### config.mk
export PLATFORM = sky130hd
export DESIGN_NAME = reservation_station_wakeup_select
export DESIGN_NICKNAME = d
export VERILOG_FILES = /design/src/hdl/rsws_pkg.sv /design/src/hdl/reservation_station_wakeup_select.sv
export SDC_FILE = /design/constraint.sdc
export NUM_CORES = 2
export LEC_CHECK = 0
export BUFFER_PORTS_ARGS = -buffer_cell sky130_fd_sc_hd__buf_2
export CORE_MARGIN = 3
export CORE_UTILIZATION = 45
export DETAILED_ROUTE_END_ITERATION = 8
export RECOVER_POWER = 25
export SLEW_MARGIN = 15
export SYNTH_ARGS = -nofsm -noshare
export SYNTH_HDL_FRONTEND = slang
export SYNTH_SLANG_ARGS = --single-unit
### constraint.sdc
create_clock -name clk -period 5.95 [get_ports clk]
set_clock_uncertainty 0.05 [all_clocks]
set_input_delay 0.2975 -clock clk [delete_from_list [all_inputs] [get_ports clk]]
set_output_delay 0.2975 -clock clk [all_outputs]
set_load 0.02 [all_outputs]
### src/hdl/rsws_pkg.sv
// Shared types and fixed field widths for the reservation station wakeup/select block.
// Has no dependencies. Used by reservation_station_wakeup_select.
package rsws_pkg;

	// Operation codes carried by each input item.
	typedef enum logic [1:0] {
		OP_ALLOC = 2'd0,
		OP_WAKE  = 2'd1,
		OP_ISSUE = 2'd2,
		OP_FLUSH = 2'd3
	} op_t;

	// Fixed widths of the operand, instruction detail and slot fields.
	localparam int unsigned VAL_W  = 32;
	localparam int unsigned INFO_W = 26;
	localparam int unsigned SLOT_W = 4;

	typedef logic [VAL_W-1:0]  val_t;
	typedef logic [INFO_W-1:0] info_t;
	typedef logic [SLOT_W-1:0] slot_t;

endpackage

### src/hdl/reservation_station_wakeup_select.sv
// Reservation station issue queue: allocate, tag wakeup, lowest-index select and flush.
// Depends on rsws_pkg for the operation codes and fixed field widths.
//
// An item is taken whenever start is high; busy is held low, so one item is accepted in
// every cycle. The item is registered, then combinational logic (priority search for the
// lowest free slot, tag compare across all entries, priority search for the lowest ready
// entry) updates the entry array and loads the result register. Each item's result is
// therefore on the result ports, with done high, once the result register holds it, and
// results come out in order, one result per item. The receiver cannot stall: done is high
// for exactly one cycle per result. Reset frees every entry at once; no clearing pass is
// needed.
module reservation_station_wakeup_select #(
	parameter int unsigned ENTRIES  = 16,
	parameter int unsigned TAG_BITS = 7,
	parameter int unsigned ROB_BITS = 5
) (
	input  logic                   clk,
	input  logic                   arst_n,
	input  logic                   start,
	output logic                   busy,
	input  rsws_pkg::op_t          op,
	input  logic [TAG_BITS-1:0]    tag_a,
	input  rsws_pkg::val_t         value_a,
	input  logic                   ready_a,
	input  logic [TAG_BITS-1:0]    tag_b,
	input  rsws_pkg::val_t         value_b,
	input  logic                   ready_b,
	input  rsws_pkg::info_t        op_info,
	input  logic [ROB_BITS-1:0]    rob_id,
	input  logic [TAG_BITS-1:0]    result_tag,
	input  rsws_pkg::val_t         result_value,
	output logic                   done,
	output logic                   ok,
	output rsws_pkg::slot_t        slot,
	output rsws_pkg::val_t         issued_value_a,
	output rsws_pkg::val_t         issued_value_b,
	output logic [ROB_BITS-1:0]    issued_rob_id,
	output rsws_pkg::info_t        issued_op_info,
	output logic                   has_free_slot
);
	import rsws_pkg::*;

	localparam int unsigned IDX_W = $clog2(ENTRIES);

	// Input register.
	logic                start_s1;
	op_t                 op_s1;
	logic [TAG_BITS-1:0] tag_a_s1;
	val_t                value_a_s1;
	logic                ready_a_s1;
	logic [TAG_BITS-1:0] tag_b_s1;
	val_t                value_b_s1;
	logic                ready_b_s1;
	info_t               op_info_s1;
	logic [ROB_BITS-1:0] rob_id_s1;
	logic [TAG_BITS-1:0] result_tag_s1;
	val_t                result_value_s1;

	// Entry array.
	logic [ENTRIES-1:0]  valid_q;
	logic [ENTRIES-1:0]  rdy_a_q;
	logic [ENTRIES-1:0]  rdy_b_q;
	logic [TAG_BITS-1:0] wtag_a_q [ENTRIES];
	logic [TAG_BITS-1:0] wtag_b_q [ENTRIES];
	val_t                opnd_a_q [ENTRIES];
	val_t                opnd_b_q [ENTRIES];
	logic [ROB_BITS-1:0] rob_q    [ENTRIES];
	info_t               info_q   [ENTRIES];

	// Next-state and result logic.
	logic [ENTRIES-1:0]  valid_d;
	logic [ENTRIES-1:0]  rdy_a_d;
	logic [ENTRIES-1:0]  rdy_b_d;
	logic [ENTRIES-1:0]  wake_a;
	logic [ENTRIES-1:0]  wake_b;
	logic                alloc_hit;
	logic [IDX_W-1:0]    alloc_idx;
	logic                issue_hit;
	logic [IDX_W-1:0]    issue_idx;
	logic                do_alloc;
	logic                do_issue;
	logic                do_wake;
	logic                ok_d;
	slot_t               slot_d;

	// The block never holds off an item.
	assign busy = 1'b0;

	// Register the incoming item.
	always_ff @(posedge clk or negedge arst_n) begin
		if (!arst_n) begin
			start_s1 <= 1'b0;
		end else begin
			start_s1 <= start;
		end
	end

	always_ff @(posedge clk) begin
		op_s1           <= op;
		tag_a_s1        <= tag_a;
		value_a_s1      <= value_a;
		ready_a_s1      <= ready_a;
		tag_b_s1        <= tag_b;
		value_b_s1      <= value_b;
		ready_b_s1      <= ready_b;
		op_info_s1      <= op_info;
		rob_id_s1       <= rob_id;
		result_tag_s1   <= result_tag;
		result_value_s1 <= result_value;
	end

	// Priority searches for the lowest free slot and the lowest ready entry.
	always_comb begin
		alloc_hit = 1'b0;
		alloc_idx = '0;
		issue_hit = 1'b0;
		issue_idx = '0;
		for (int i = 0; i < ENTRIES; i++) begin
			if (!alloc_hit && !valid_q[i]) begin
				alloc_hit = 1'b1;
				alloc_idx = IDX_W'(i);
			end
			if (!issue_hit && valid_q[i] && rdy_a_q[i] && rdy_b_q[i]) begin
				issue_hit = 1'b1;
				issue_idx = IDX_W'(i);
			end
		end
	end

	// Tag match of the broadcast result against every waiting operand.
	always_comb begin
		for (int i = 0; i < ENTRIES; i++) begin
			wake_a[i] = valid_q[i] && !rdy_a_q[i] && (wtag_a_q[i] == result_tag_s1);
			wake_b[i] = valid_q[i] && !rdy_b_q[i] && (wtag_b_q[i] == result_tag_s1);
		end
	end

	assign do_alloc = start_s1 && (op_s1 == OP_ALLOC) && alloc_hit;
	assign do_issue = start_s1 && (op_s1 == OP_ISSUE) && issue_hit;
	assign do_wake  = start_s1 && (op_s1 == OP_WAKE);

	// Next state of the valid and ready bits.
	always_comb begin
		valid_d = valid_q;
		rdy_a_d = rdy_a_q;
		rdy_b_d = rdy_b_q;
		if (start_s1) begin
			case (op_s1)
				OP_ALLOC: begin
					if (alloc_hit) begin
						valid_d[alloc_idx] = 1'b1;
						rdy_a_d[alloc_idx] = ready_a_s1;
						rdy_b_d[alloc_idx] = ready_b_s1;
					end
				end
				OP_WAKE: begin
					rdy_a_d = rdy_a_q | wake_a;
					rdy_b_d = rdy_b_q | wake_b;
				end
				OP_ISSUE: begin
					if (issue_hit) begin
						valid_d[issue_idx] = 1'b0;
					end
				end
				OP_FLUSH: begin
					valid_d = '0;
				end
				default: begin
					valid_d = valid_q;
				end
			endcase
		end
	end

	// Result fields that depend on the operation.
	always_comb begin
		ok_d   = do_alloc || do_issue;
		slot_d = '0;
		if (do_alloc) begin
			slot_d = SLOT_W'(alloc_idx);
		end else if (do_issue) begin
			slot_d = SLOT_W'(issue_idx);
		end
	end

	// Control bits of the entry array.
	always_ff @(posedge clk or negedge arst_n) begin
		if (!arst_n) begin
			valid_q <= '0;
			rdy_a_q <= '0;
			rdy_b_q <= '0;
		end else begin
			valid_q <= valid_d;
			rdy_a_q <= rdy_a_d;
			rdy_b_q <= rdy_b_d;
		end
	end

	// Payload of the entry array: written on allocate, operands also captured on wakeup.
	always_ff @(posedge clk) begin
		if (do_alloc) begin
			wtag_a_q[alloc_idx] <= tag_a_s1;
			wtag_b_q[alloc_idx] <= tag_b_s1;
			opnd_a_q[alloc_idx] <= value_a_s1;
			opnd_b_q[alloc_idx] <= value_b_s1;
			rob_q[alloc_idx]    <= rob_id_s1;
			info_q[alloc_idx]   <= op_info_s1;
		end
		if (do_wake) begin
			for (int i = 0; i < ENTRIES; i++) begin
				if (wake_a[i]) begin
					opnd_a_q[i] <= result_value_s1;
				end
				if (wake_b[i]) begin
					opnd_b_q[i] <= result_value_s1;
				end
			end
		end
	end

	// Result register: the strobe is reset, the fields are not.
	always_ff @(posedge clk or negedge arst_n) begin
		if (!arst_n) begin
			done <= 1'b0;
		end else begin
			done <= start_s1;
		end
	end

	always_ff @(posedge clk) begin
		ok            <= ok_d;
		slot          <= slot_d;
		has_free_slot <= !(&valid_d);
		if (do_issue) begin
			issued_value_a <= opnd_a_q[issue_idx];
			issued_value_b <= opnd_b_q[issue_idx];
			issued_rob_id  <= rob_q[issue_idx];
			issued_op_info <= info_q[issue_idx];
		end else begin
			issued_value_a <= '0;
			issued_value_b <= '0;
			issued_rob_id  <= '0;
			issued_op_info <= '0;
		end
	end

endmodule

**Word level (Yosys, flattened, before mapping)**

Memories as Yosys holds them, arrays and structs flattened. A register that Yosys moved wholly into a read port is not among the register bits.
Index checks and enable logic that the tools add are counted.

- Multiplexer cells: 182
- Bitwise operators: 5
- Reduce and logical (&&, ||, !) cells: 221
- Add/sub/neg operators: 0
- Multipliers: 0
- Equal/unequal tests: 36
- Div/mod/pow operators: 0
- Shifts and indexed selects: 0
- Magnitude comparators: 4

Operator list:

| cell | count |
|---|---|
| $eq 7x7->1 | 32 |
| $mux 1 | 136 |
| $logic_and 1x1->1 | 133 |
| $mux 4 | 32 |
| $logic_not 1->1 | 81 |
| $mux 16 | 5 |
| $mux 32 | 2 |
| $pmux 16 s2 | 2 |
| $reduce_or 32->1 | 2 |
| $or 16x16->16 | 3 |
| $pmux 16 s3 | 1 |
| $bwmux 16 | 2 |
| $and 16x16->16 | 1 |
| $not 16->16 | 1 |
| $reduce_and 16->1 | 1 |
| $lt 4x5->1 const B | 2 |
| $demux 1 s4 | 2 |
| $ge 4x1->1 const B | 2 |
| $eq 2x2->1 const B | 2 |
| $reduce_and 3->1 | 1 |
| $eq 2x1->1 const B | 1 |
| $logic_not 2->1 | 1 |
| $ne 2x2->1 const B | 1 |
| $reduce_bool 2->1 | 1 |
| $logic_or 1x1->1 | 1 |

- Bits in registers: 208
- Bits in writable memories: 1744
- Memory bits (read-only): 0
- Latch bits: 0
- Logic and storage cells: 473
- Memories kept: 6

Memories:

| name | depth | width | read ports | clocked after memory_dff | wr ports | RTL line | text |
|---|---|---|---|---|---|---|---|
| opnd_a_q | 16 | 32 | 1 | 1 | 16 | reservation_station_wakeup_select.sv:65 | `val_t opnd_a_q [ENTRIES];` |
| opnd_b_q | 16 | 32 | 1 | 1 | 16 | reservation_station_wakeup_select.sv:66 | `val_t opnd_b_q [ENTRIES];` |
| info_q | 16 | 26 | 1 | 1 | 1 | reservation_station_wakeup_select.sv:68 | `info_t info_q [ENTRIES];` |
| wtag_a_q | 16 | 7 | 16 | 0 | 1 | reservation_station_wakeup_select.sv:63 | `logic [TAG_BITS-1:0] wtag_a_q [ENTRIES];` |
| wtag_b_q | 16 | 7 | 16 | 0 | 1 | reservation_station_wakeup_select.sv:64 | `logic [TAG_BITS-1:0] wtag_b_q [ENTRIES];` |
| rob_q | 16 | 5 | 1 | 1 | 1 | reservation_station_wakeup_select.sv:67 | `logic [ROB_BITS-1:0] rob_q [ENTRIES];` |

**Longest topological paths before layout**

- Depth in word-level cells: 89
- Gate-level depth with buffers: 14
- Gate-level depth less buffers: 9

**Worst setup path before layout**

Ideal clock, no wire load.

- Path type: flip-flop to flip-flop
- Start: reg result_tag_s1[2]
- End: mem opnd_a_q[15][0] in the netlist's numbering, enable pin
- Arrival: 5.191 ns
- Data required time: 5.386 ns
- Cell stages (with the launch flop): 9
- Path slack: 0.195 ns
- Setup time: 0.514 ns
- Path buffers: 4
- Cell sequence: dfxtp_1 -> buf_2 -> buf_2 -> buf_2 -> buf_2 -> xor2_1 -> nor4_1 -> nand2_1 -> o41ai_1

RTL lines:

| element | RTL line | text |
|---|---|---|
| start, declared | reservation_station_wakeup_select.sv:56 | `logic [TAG_BITS-1:0] result_tag_s1;` |
| start signal, assigned | reservation_station_wakeup_select.sv:108 | `result_tag_s1 <= result_tag;` |
| end, declared | reservation_station_wakeup_select.sv:65 |  |

==> flow_summary.rst <==
.. list-table::
   :header-rows: 1

   * - Metric
     - Value
   * - Outcome
     - finished with violations
   * - Violations in the final reports
     - max-capacitance violations, max-slew violations
   * - Total net switching power
     - 7.06 mW
   * - Die height
     - 447 um
   * - Power share of the clock group
     - about 43%
   * - DR WL/cell
     - 32.4 um
   * - Number of max-slew violations in the final report
     - 51
   * - Netlist cell types
     - 69
   * - Highest-delay cell along the critical path
     - or4_2
   * - Wire length of the first global-routing pass
     - approximately 400,000 um
   * - FFs w/ async S/R, synth
     - 2.44%
   * - Post-Place Cells
     - between 8k and 9k
   * - Slew @ Worst Pin
     - approximately 3.4 ns
   * - Power per cell area
     - roughly 300 nW/um2
   * - Horizontal die dimension
     - 447 um
   * - Sum of negative setup slack
     - 0 ns
   * - Post-route cell area
     - slightly above 100,000 um2
   * - HPWL after DPL
     - roughly 160,000 um
   * - Maximum clock rate
     - 224 MHz
   * - Via-per-instance ratio
     - between 6 and 7
   * - Unrepaired setup endpoints after global routing
     - no
   * - Antenna violations before repair
     - 18
   * - Max Root-Sink Buffers
     - 3
   * - Critical Path Sink Type
     - register
   * - Post-synth EDFFs
     - 1,744
   * - Average instance area after synthesis
     - 15.5 um2
   * - Die footprint
     - 200,000 um2
   * - Final Hold Vio Count
     - 0
   * - I/O pin cnt
     - about 260
   * - Iteration-0 DRC count of the detailed router
     - 5,948
   * - Final period utilization
     - 75.0%
   * - Maximum vdd drop
     - 0.000292 V
   * - WL final
     - 283,000 um
   * - Setup slack after layout
     - 1.49 ns
   * - Area of placed instances
     - approximately 92,000 um2
   * - Worst setup timing slack at the placement stage
     - 1.59 ns
   * - Clock sinks
     - ~2.0k
   * - Total Power Consumption
     - between 30 and 40 mW
   * - Post-layout net count
     - between 6k and 7k
   * - Count of antenna-violating nets left after detailed routing
     - 0
   * - Clock transition time at the flip-flop clock pins of the worst setup and hold paths
     - around 0.07 ns
   * - Fraction of final layout cells sized beyond drive strength 1
     - 28.9%
   * - Vias in the first global route
     - 53.4k
   * - Num rows
     - 161
   * - Clk_lat worst skew
     - 0.89 ns
   * - Area Overhead vs Synth
     - 15.4%
   * - Placeable core region
     - 193,000 um2
   * - CTS Root Buffer Type
     - clkbuf_16
   * - Sequential share of power
     - 51.3%
   * - Port-buffer cells
     - 256
   * - Final setup fails
     - 0
   * - Post-synth top area share
     - 59.8%
   * - Starting Density
     - 45.4%
   * - Post-cts hold buffer count
     - approximately 250
   * - Post-CTS setup buffers
     - 0
   * - Headroom to the max-slew limit
     - -126%
   * - All-Layer GR Usage
     - 27.9%
   * - CTS tree
     - done
   * - Ranking of synthesized cells by area
     - edfxtp_1, mux2_2, dfxtp_1
   * - Top_reg_cell synth
     - edfxtp_1
   * - Required time at the endpoint of the critical path
     - 6.36 ns
   * - Chain of cells forming the critical path
     - buf_4 > nor2b_1 > buf_4 > and2_1 > nand4_1 > or4_2 > nand2_2
   * - Critical path's largest stage delay
     - about 1.2 ns
   * - Sequential share of the synthesized area
     - 67.0%
   * - Largest net degree at the start of global routing
     - 127
   * - Number of warnings reported in the yosys synthesis log
     - 0
   * - Combined area of all synthesized cells
     - between 80,000 and 90,000 um2
   * - Portion of total power attributed to combinational logic
     - 5.6%
   * - Maximum net fanout on the critical path
     - 34
   * - Pre-Repair DR Iteration Count
     - 8
   * - Finished Layout Cells
     - 8,725
   * - H-tree levels
     - 4
   * - Most used cell along the critical path
     - buf_4
   * - Leakage Power
     - 37.5 nW
   * - Cells resized by post-CTS repair
     - 0
   * - Max Cap Viol
     - 1
   * - Final critical path time including I/O delays and setup
     - 4.46 ns
   * - Crit Path Category
     - reg2reg
   * - HP Class
     - in2reg
   * - Last weighted congestion value of the routability-driven placer
     - 0.957
   * - Area leader, netlist
     - edfxtp_1
   * - Cell-internal power
     - roughly 24 mW
   * - Total gr overflow
     - 0
   * - Net switching share of the total power
     - between 20% and 30%
   * - Syn_nets
     - 5,791
   * - Endpoint arrival time on the critical path
     - 4.88 ns
   * - Total number of vias
     - 53.0k
   * - Cells after synthesis
     - 5,636
   * - Synthesized flop and latch total
     - ~2.0k
   * - TritonCTS Buffers
     - 213
   * - Startpoint Class
     - register
   * - Residual DRC
     - 0
==> routing by layer <==
metal	vias up	global-route usage, %	routed length [um]
li1	22705	-	-
met4	6	11.6	12700
met5	-	0	39
met1	27356	37.3	114000
met2	2446	45.1	134000
met3	534	4.99	22300
==> worst max-delay path: cells and delay by family (launching register included) <==
kind / cells / cell delay [ns]
and+or+nand+nor: 5 / 3.17
buffers and inverters: 2 / 0.44
DFF: 1 / 0.31
==> path summary, 6_finish.rpt <==
check	startpoint	endpoint	slack, ns	depth (start not counted)
worst max-delay path	op_s1[0]	opnd_a_q[0][4]	1.49	7
worst min-delay path	value_a[4]	value_a_s1[4]	0.05	2
worst max register to register	op_s1[0]	opnd_a_q[0][4]	1.49	7
worst min register to register	start_s1	done	0.46	0
max in group asynchronous	arst_n	rdy_b_q[2]	2.74	3
min in group asynchronous	arst_n	done	1.13	3
==> cell usage after synthesis, types with 4 or more instances <==
| cell type | instances |
|---|---|
| o21ai_0 | 30 |
| a2111o_1 | 47 |
| a22oi_1 | 56 |
| xor2_1 | 44 |
| nor2_1 | 55 |
| nor4_1 | 17 |
| clkbuf_1 | 303 |
| or3_1 | 18 |
| o221ai_1 | 18 |
| buf_6 | 6 |
| mux2i_1 | 464 |
| and3_1 | 14 |
| nor2b_1 | 13 |
| a21oi_1 | 97 |
| o2bb2ai_1 | 4 |
| nor3_1 | 19 |
| nand3_1 | 29 |
| buf_2 | 175 |
| o211ai_1 | 76 |
| a211o_1 | 30 |
| a222oi_1 | 76 |
| or4_1 | 33 |
| nand4_1 | 71 |
| dfxtp_1 | 253 |
| mux2_2 | 1028 |
| buf_4 | 7 |
| buf_1 | 33 |
| inv_1 | 37 |
| and4_1 | 4 |
| edfxtp_1 | 1744 |
| a22o_1 | 37 |
| nand2_1 | 271 |
| o22a_1 | 13 |
| xnor2_1 | 180 |
| a31oi_1 | 28 |
| nor3b_1 | 14 |
| nand2b_1 | 7 |
| dfrtp_1 | 50 |
| o22ai_1 | 187 |
==> power by group through the flow <==
stage	Sequential [mW]	Combinational [mW]	Clock, mW
4_1_cts	16.0	1.74	13.7
6_report	16.0	1.74	13.5
5_1_grt	16.0	1.86	14.2
3_5_place_dp	16.3	1.61	0
3_3_place_gp	16.3	1.59	0
2_1_floorplan	16.1	1.18	0
==> cell families (layout without fill, tap and decap cells) <==
family                 Yosys count  after routing  share of synthesized area (%)
flip-flops                    2047           2047                           67.0
AO/OA/AOI/OAI                  720            720                           6.09
AND/OR/NAND/NOR                589            589                           3.42
multiplexers                  1494           1494                           18.5
buffers and inverters          561           1120                           2.73
other                            1              5                        0.00428
XOR/XNOR                       224            224                           2.24
==> cells in the final DEF, fill, tap and decap left out, types with 15 or more instances in the layout <==
cell,instances
buf_4,155
clkinv_2,29
xnor2_1,180
nor2_1,53
a222oi_1,76
dfrtp_1,50
or4_1,20
xor2_1,44
nor3_1,15
nand3_1,24
clkbuf_16,216
inv_2,16
inv_1,21
nand4_1,71
edfxtp_1,1744
o22ai_1,187
nand2_2,36
a211o_1,30
clkbuf_1,180
a21oi_1,97
buf_2,146
dfxtp_1,239
a2111o_1,47
mux2_2,1028
mux2i_1,464
nand2_1,232
o211ai_1,76
nor4_1,17
o21ai_0,30
a22oi_1,56
dlygate4sd3_1,253
a31oi_1,28
clkbuf_8,33
clkinv_1,22
a22o_1,37
o221ai_1,18
==> registers in the layout (all words and copies together) (netlist names), 2 cells and up <==
signal / count
opnd_a_q: 512
opnd_b_q: 512
info_q: 416
wtag_a_q: 112
wtag_b_q: 112
rob_q: 80
issued_value_a: 32
issued_value_b: 32
result_value_s1: 32
value_a_s1: 32
value_b_s1: 32
issued_op_info: 26
op_info_s1: 26
rdy_a_q: 16
rdy_b_q: 16
valid_q: 16
result_tag_s1: 7
tag_a_s1: 7
tag_b_s1: 7
issued_rob_id: 5
rob_id_s1: 5
slot: 4
op_s1: 2
==> layout make-up <==
type	count	area [um2]
Clock inverter	86	1010
Tap cell	2526	3160
Timing Repair Buffer	679	5120
Inverter	37	139
Sequential cell	2047	58700
Clock buffer	318	6120
Multi-Input combinational cell	3028	26800
Antenna cell	4	10.0
Fill cell	15932	91900
==> through the flow <==
stage	hold slack [ns]	utilization, %
after floorplan	-0.0481	-
after global placement	0.349	47.4
after detailed placement	0.351	47.4
after CTS	0.000292	52.5
after global routing	0.0446	52.4
final	0.0522	52.4
No activity file was read; power rests on OpenSTA's default activity.
